--- config.mk ---
export PLATFORM = sky130hd
export DESIGN_NAME = ring_cadence_bridge_driver
export DESIGN_NICKNAME = d
export VERILOG_FILES = /design/src/rcb_pkg.sv /design/src/ring_cadence_bridge_driver.sv /design/src/rcb_in_stage.sv /design/src/rcb_core.sv
export SDC_FILE = /design/constraint.sdc
export NUM_CORES = 1
export LEC_CHECK = 0
export BUFFER_PORTS_ARGS = -buffer_cell sky130_fd_sc_hd__buf_2
export CAP_MARGIN = 30
export CORE_MARGIN = 1.5
export CORE_UTILIZATION = 60
export DETAILED_ROUTE_END_ITERATION = 6
export PLACE_DENSITY = 0.85
export SYNTH_ARGS = -nofsm -noshare
export SYNTH_HDL_FRONTEND = slang
export SYNTH_SLANG_ARGS = --single-unit
--- constraint.sdc ---
create_clock -name clk -period 5.6 [get_ports clk]
set_clock_uncertainty 0.05 [all_clocks]
set_input_delay 0.84 -clock clk [delete_from_list [all_inputs] [get_ports clk]]
set_output_delay 0.84 -clock clk [all_outputs]
set_load 0.005 [all_outputs]
--- src/rcb_pkg.sv ---
// Shared types, constants and the cadence ROM for the ring cadence bridge driver.
// Used by every module under src; depends on nothing.
package rcb_pkg;

  localparam int PATTERN_TOTAL = 2;
  localparam int DURATION_BITS = 16;
  localparam int ROM_DEPTH     = 8;
  localparam int INDEX_BITS    = $clog2(ROM_DEPTH);
  localparam int ROM_BITS      = 16;
  localparam int CMP_BITS      = 32;
  localparam int TOGGLE_BITS   = 10;

  localparam logic [TOGGLE_BITS-1:0] TOGGLE_RESET = TOGGLE_BITS'(25);

  localparam logic [1:0] REQ_TICK  = 2'd0;
  localparam logic [1:0] REQ_START = 2'd1;
  localparam logic [1:0] REQ_STOP  = 2'd2;

  typedef struct packed {
    logic [1:0] req_type;
    logic [7:0] pattern_num;
  } rcb_req_t;

  typedef struct packed {
    logic                  drive_a;
    logic                  drive_b;
    logic                  ringing_active;
    logic [INDEX_BITS-1:0] segment_number;
    logic                  in_on_segment;
  } rcb_res_t;

  // Segment lengths in milliseconds; a zero entry wraps the pattern.
  function automatic logic [ROM_BITS-1:0] cadence_rom(input logic pattern,
                                                      input logic [INDEX_BITS-1:0] idx);
    logic [ROM_BITS-1:0] dur;
    dur = '0;
    if (pattern == 1'b0) begin
      unique case (idx)
        3'd0:    dur = ROM_BITS'(2000);
        3'd1:    dur = ROM_BITS'(4000);
        default: dur = '0;
      endcase
    end else begin
      unique case (idx)
        3'd0:    dur = ROM_BITS'(400);
        3'd1:    dur = ROM_BITS'(200);
        3'd2:    dur = ROM_BITS'(400);
        3'd3:    dur = ROM_BITS'(200);
        3'd4:    dur = ROM_BITS'(800);
        3'd5:    dur = ROM_BITS'(4000);
        default: dur = '0;
      endcase
    end
    return dur;
  endfunction

endpackage

--- src/ring_cadence_bridge_driver.sv ---
// Top level of the ring cadence bridge driver: channels, config register, result register.
// Depends on rcb_pkg, rcb_in_stage and rcb_core.
//
// Usage: each request transaction on the req channel is a one millisecond tick,
// a start command with a pattern number, or a stop command. Every request
// produces exactly one result transaction on the res channel carrying the two
// H-bridge drive levels, the ringing flag, the current segment number and the on-segment flag.
// The cfg channel writes the toggle interval (ticks between polarity swaps);
// it is always ready and should only be written while no request is in flight.
// Flow: an accepted request sits in the input register and is processed once
// the result register can load; that load offers its result transaction on
// the res channel. Throughput is one request per cycle while the receiver
// takes each result, set by the combinational state update in the cadence core.
// Reset (synchronous, active high) empties both registers, stops ringing,
// drives both bridge inputs low and restores the toggle interval to 25.
// When the receiver stalls, the result register holds its transaction, the
// input register can still take one more request, and then req_ready drops
// until the result is taken.
module ring_cadence_bridge_driver (
  input  logic                            clk,
  input  logic                            rst,
  input  logic                            req_valid,
  output logic                            req_ready,
  input  rcb_pkg::rcb_req_t               req,
  output logic                            res_valid,
  input  logic                            res_ready,
  output rcb_pkg::rcb_res_t               res,
  input  logic                            cfg_valid,
  output logic                            cfg_ready,
  input  logic [rcb_pkg::TOGGLE_BITS-1:0] cfg_data
);
  import rcb_pkg::*;

  logic                   advance;
  logic                   held_valid;
  rcb_req_t               held;
  rcb_res_t               core_result;
  logic [TOGGLE_BITS-1:0] toggle_interval;
  logic                   step;

  // The configuration register takes a write in any cycle.
  assign cfg_ready = 1'b1;

  always_ff @(posedge clk) begin
    if (rst) begin
      toggle_interval <= TOGGLE_RESET;
    end else if (cfg_valid) begin
      toggle_interval <= cfg_data;
    end
  end

  // The result register can load whenever it is empty or being drained.
  assign advance = !res_valid || res_ready;
  assign step    = held_valid && advance;

  rcb_in_stage u_in_stage (
    .clk        (clk),
    .rst        (rst),
    .req_valid  (req_valid),
    .req_ready  (req_ready),
    .req        (req),
    .advance    (advance),
    .held_valid (held_valid),
    .held       (held)
  );

  rcb_core u_core (
    .clk             (clk),
    .rst             (rst),
    .step            (step),
    .item            (held),
    .toggle_interval (toggle_interval),
    .result          (core_result)
  );

  always_ff @(posedge clk) begin
    if (rst) begin
      res_valid <= 1'b0;
    end else if (advance) begin
      res_valid <= held_valid;
    end
  end

  always_ff @(posedge clk) begin
    if (step) begin
      res <= core_result;
    end
  end

endmodule

--- src/rcb_in_stage.sv ---
// Input register of the ring cadence bridge driver: holds one request transaction.
// Depends on rcb_pkg for the request type.
module rcb_in_stage (
  input  logic             clk,
  input  logic             rst,
  input  logic             req_valid,
  output logic             req_ready,
  input  rcb_pkg::rcb_req_t req,
  input  logic             advance,
  output logic             held_valid,
  output rcb_pkg::rcb_req_t held
);
  import rcb_pkg::*;

  // The register frees up whenever its content moves on in this cycle.
  assign req_ready = !held_valid || advance;

  always_ff @(posedge clk) begin
    if (rst) begin
      held_valid <= 1'b0;
    end else if (req_ready) begin
      held_valid <= req_valid;
    end
  end

  always_ff @(posedge clk) begin
    if (req_valid && req_ready) begin
      held <= req;
    end
  end

endmodule

--- src/rcb_core.sv ---
// Cadence state and its single-cycle update for one request.
// Depends on rcb_pkg for types, request codes and the cadence ROM.
module rcb_core (
  input  logic                           clk,
  input  logic                           rst,
  input  logic                           step,
  input  rcb_pkg::rcb_req_t              item,
  input  logic [rcb_pkg::TOGGLE_BITS-1:0] toggle_interval,
  output rcb_pkg::rcb_res_t              result
);
  import rcb_pkg::*;

  localparam logic [DURATION_BITS-1:0] COUNT_MAX = '1;

  logic                     active_flag, active_flag_next;
  logic                     polarity, polarity_next;
  logic                     pattern_select, pattern_select_next;
  logic [INDEX_BITS-1:0]    segment_index, segment_index_next;
  logic [DURATION_BITS-1:0] segment_elapsed, segment_elapsed_next;
  logic [DURATION_BITS-1:0] since_toggle, since_toggle_next;
  logic                     pin_a, pin_a_next;
  logic                     pin_b, pin_b_next;

  logic [ROM_BITS-1:0]      dur;
  logic [DURATION_BITS-1:0] el_inc, st_inc;

  always_comb begin
    active_flag_next     = active_flag;
    polarity_next        = polarity;
    pattern_select_next  = pattern_select;
    segment_index_next   = segment_index;
    segment_elapsed_next = segment_elapsed;
    since_toggle_next    = since_toggle;
    pin_a_next           = pin_a;
    pin_b_next           = pin_b;
    el_inc = (segment_elapsed == COUNT_MAX) ? COUNT_MAX : segment_elapsed + 1'b1;
    st_inc = (since_toggle == COUNT_MAX) ? COUNT_MAX : since_toggle + 1'b1;
    dur    = cadence_rom(pattern_select, segment_index);

    unique case (item.req_type)
      REQ_TICK: begin
        if (active_flag) begin
          segment_elapsed_next = el_inc;
          since_toggle_next    = st_inc;
          // A zero entry marks the end of the pattern: restart at its first segment.
          if (dur == '0) begin
            segment_index_next   = '0;
            segment_elapsed_next = '0;
            dur                  = cadence_rom(pattern_select, '0);
          end
          if (CMP_BITS'(segment_elapsed_next) >= CMP_BITS'(dur)) begin
            segment_index_next   = segment_index_next + 1'b1;
            segment_elapsed_next = '0;
            polarity_next        = 1'b0;
            pin_a_next           = 1'b0;
            pin_b_next           = 1'b0;
          end else if (segment_index_next[0]) begin
            polarity_next = 1'b0;
            pin_a_next    = 1'b0;
            pin_b_next    = 1'b0;
          end else if (CMP_BITS'(st_inc) >= CMP_BITS'(toggle_interval)) begin
            polarity_next     = !polarity;
            pin_a_next        = !polarity;
            pin_b_next        = polarity;
            since_toggle_next = '0;
          end
        end
      end
      REQ_START: begin
        active_flag_next     = 1'b1;
        polarity_next        = 1'b0;
        pin_a_next           = 1'b0;
        pin_b_next           = 1'b0;
        pattern_select_next  = (32'(item.pattern_num) >= 32'(PATTERN_TOTAL)) ? 1'b0
                                                                            : item.pattern_num[0];
        segment_index_next   = '0;
        segment_elapsed_next = '0;
        since_toggle_next    = '0;
      end
      REQ_STOP: begin
        active_flag_next = 1'b0;
        polarity_next    = 1'b0;
        pin_a_next       = 1'b0;
        pin_b_next       = 1'b0;
      end
      default: begin
      end
    endcase

    result.drive_a        = pin_a_next;
    result.drive_b        = pin_b_next;
    result.ringing_active = active_flag_next;
    result.segment_number = segment_index_next;
    result.in_on_segment  = !segment_index_next[0];
  end

  always_ff @(posedge clk) begin
    if (rst) begin
      active_flag     <= 1'b0;
      polarity        <= 1'b0;
      pattern_select  <= 1'b0;
      segment_index   <= '0;
      segment_elapsed <= '0;
      since_toggle    <= '0;
      pin_a           <= 1'b0;
      pin_b           <= 1'b0;
    end else if (step) begin
      active_flag     <= active_flag_next;
      polarity        <= polarity_next;
      pattern_select  <= pattern_select_next;
      segment_index   <= segment_index_next;
      segment_elapsed <= segment_elapsed_next;
      since_toggle    <= since_toggle_next;
      pin_a           <= pin_a_next;
      pin_b           <= pin_b_next;
    end
  end

endmodule
==> results.toml <==
[die]
die_x_um = 84.2
io_pins = 35
die-area_um2 = 7090
core-area_um2 = 6350
die_h_um = 84.2
initial_core_util = 0.623
row_count = 29

[min_path]
hp-class = "flip-flop to flip-flop"
hold_path_depth = 2
whs_endpoint = "u_core.pin_b"
min_from = "u_core.pin_b"

[power]
swShare = 0.236
ir_drop_uv = 213
power_frac_seq = 0.505
leakagePower_nw = 1.80
power_density_nw_per_um2 = 241
clkPwrFrac = 0.436
p_int_uw = 803
p_sw_uw = 248
p_comb_frac = 0.059

[setup_path]
timing.rr.end = "u_core.since_toggle[6]"
max_stage_delay_ps = 580
reg2regPathDepth = 15
slowest_stage = "nor4_4"
critical_path_class = "flip-flop to flip-flop"
arrival_ps = 4750
rr_startpoint = "u_core.segment_elapsed[0]"
cp_cell_sequence = "ha_1 -> and3_1 -> nand3_2 -> or3_4 -> a21oi_1 -> inv_1 -> ha_1 -> and3_1 -> nand3_1 -> nor4b_1 -> a211oi_4 -> o211ai_4 -> nor3b_4 -> nor4_4 -> a22o_1"
critPathRequiredTime_ps = 5850
cp_top_family = "simple AND/OR/NAND/NOR gates"
r2r_slack_ps = 1100
worstPathMaxFanout = 13
setup.worst_path.start_class = "flip-flop"
path_buf_inv = 1
end_kind = "flip-flop"

[synth]
synthCells = 425
yosysUniqueCellTypes = 68
yosysSeqAreaShare = 0.392
synth-edff-count = 17
synthFlopType = "dfxtp_1"
mappedNetlistNets = 475
async_reset_ff_frac = 0
avgSynthCellArea_um2 = 9.31
yosys_register_bits = 69
yosysWarningCount = 0
syn_area_um2 = 3960

[grt]
grt_max_degree = 39
grt_pass1_wl_um = 14200
grt_pass1_vias = 3167
grt_overflow_total = 0
grt_antenna_before_repair = 0
track_usage = 0.247

[timing]
setup_viol = 0
worst_slew_pin_slew_ps = 888
rsz0062_at_grt = "false"
period_share = 0.803
finalSetupTns_ps = 0
slew_violations = 0
maxSlewHeadroom = 0.407
fmax_mhz = 222
holdWs_ps = 441
finalHoldViolations = 0
post-route-min-period_ps = 4500

[placement]
dp.cells = 515
hpwl_um = 5920
routabilityCongestion = 0.881
io_buffer_count = 33

[drt]
routed.top_layer = "met4"
viasPerCell = 6.19
route.met2.wl_um = 4130
drt_iter0_drc = 230
vias = 3294
drc = 0
postRouteAntennaNets = 0
wl_per_cell_um = 15.9
drt-met1-wl_um = 3780
wl_um = 8470
wl_met3_um = 392
drt-pass1-iter-count = 5

[clock_tree]
clock_path_buffers = 2
cts_htree_levels = 3
ctsHoldBuffers = 0
post_cts_buffers = 0
numCtsBuffers = 9
cts_tree = "built"
path_clk_slew_ps = 80
cts-root-buf = "clkbuf_8"
cts_resized = 0
insertion_delay_ps = 350
cts.sinks = 69

[final_layout]
final_cell_mix = "52 x dfxtp_1, 36 x nand2_1, 33 x buf_2"
final_common_cell = "dfxtp_1"
antenna_cells = 0
nNetsFinal = 500
drive_gt1_frac = 0.147
final_cells = 532
area_growth_pct = 10.1

[status]
status = "complete, no violations"

[run]
max_cap_violations = 0
==> per-layer routing <==
metal  GRT usage  vias up
met5           0        -
met4      0.0939        0
met3      0.0521       24
met2       0.420      101
met1       0.309     1568
li1            -     1601
==> kinds of logic (layout without fill, tap and decap cells) <==
family	after synthesis	in the layout	share of synthesized area
AO/OA/AOI/OAI	97	97	0.179
XOR/XNOR	20	20	0.0443
adder cells (fa/ha/maj)	25	25	0.0791
buffers and inverters	43	73	0.0459
flip-flops	69	69	0.392
multiplexers	14	14	0.0370
other	1	1	0.000948
AND/OR/NAND/NOR	156	156	0.222
==> layout make-up <==
type	count	area (um2)
clock buffer	10	128
clock inverter	6	95.1
fill	467	1990
inverter	22	82.6
multi-input combinational	313	2220
sequential	69	1550
tap	77	96.3
timing repair buffer	35	180
==> power groups by stage <==
stage          registers (mW)  logic, mW  clock network (mW)
2_1_floorplan           0.539     0.0417                   0
4_1_cts                 0.530     0.0616               0.461
5_1_grt                 0.532     0.0689               0.478
6_report                0.530     0.0621               0.458
3_5_place_dp            0.542     0.0604                   0
3_3_place_gp            0.541     0.0579                   0
==> worst register-to-register path, stage by stage (launching register included) <==
cell and delay (ps):
dfxtp_1 420, ha_1 260, and3_1 290, nand3_2 120
or3_4 500, a21oi_1 200, inv_1 80, ha_1 280
and3_1 140, nand3_1 100, nor4b_1 490, a211oi_4 140
o211ai_4 440, nor3b_4 120, nor4_4 580, a22o_1 230
==> flip-flops by register name, indices dropped and copies added (netlist names), 3 cells and up <==
register and flops:
res 7, toggle_interval 10, u_core.segment_elapsed 16, u_core.segment_index 3
u_core.since_toggle 16, u_in_stage.held 10
==> worst max path at each step <==
stage	to	start	cells after the start	slack, ps
floorplan	u_core.polarity	u_core.segment_elapsed[0]	17	1470
global placement	u_core.since_toggle[11]	u_core.since_toggle[3]	14	1430
detailed placement	u_core.since_toggle[3]	u_core.since_toggle[2]	14	1190
CTS	u_core.since_toggle[6]	u_core.segment_elapsed[0]	15	1150
global route	u_core.since_toggle[9]	u_core.segment_elapsed[0]	15	840
finish	u_core.since_toggle[6]	u_core.segment_elapsed[0]	15	1100
==> metrics by stage <==
stage,util,worst slack (ps),cell area (um2),power (mW)
floorplan,-,1470,3960,0.581
global placement,0.650,1430,4130,0.599
detailed placement,0.650,1190,4130,0.602
CTS,0.685,1150,4350,1.05
global route,0.686,835,4360,1.08
finish,0.686,1100,4360,1.05
==> Yosys cell counts, types with 3 or more instances <==
master     n  area share
nand3b_1   3      0.0057
xnor2_1    5       0.011
o211ai_1   4      0.0076
a22oi_1   11       0.021
and4_1     7       0.016
ha_1      25       0.079
mux2i_1   12       0.030
a31oi_1    3      0.0047
xor2_1    15       0.033
buf_2      4      0.0051
and2_1    11       0.017
and3_1     4      0.0063
nor3_1     4      0.0051
nor2_1    31       0.029
nand3_1   10       0.013
edfxtp_1  17        0.13
a21oi_1   25       0.032
or3_1      3      0.0047
nand4_1   11       0.017
nor2b_1   10       0.016
clkbuf_1  13       0.012
nand2b_1   8       0.013
a21o_1     3      0.0057
a22o_1    11       0.024
dfxtp_1   52        0.26
o21ai_0   16       0.020
nand2_1   36       0.034
inv_1     21       0.020
Power figures use the tool's default switching activity.
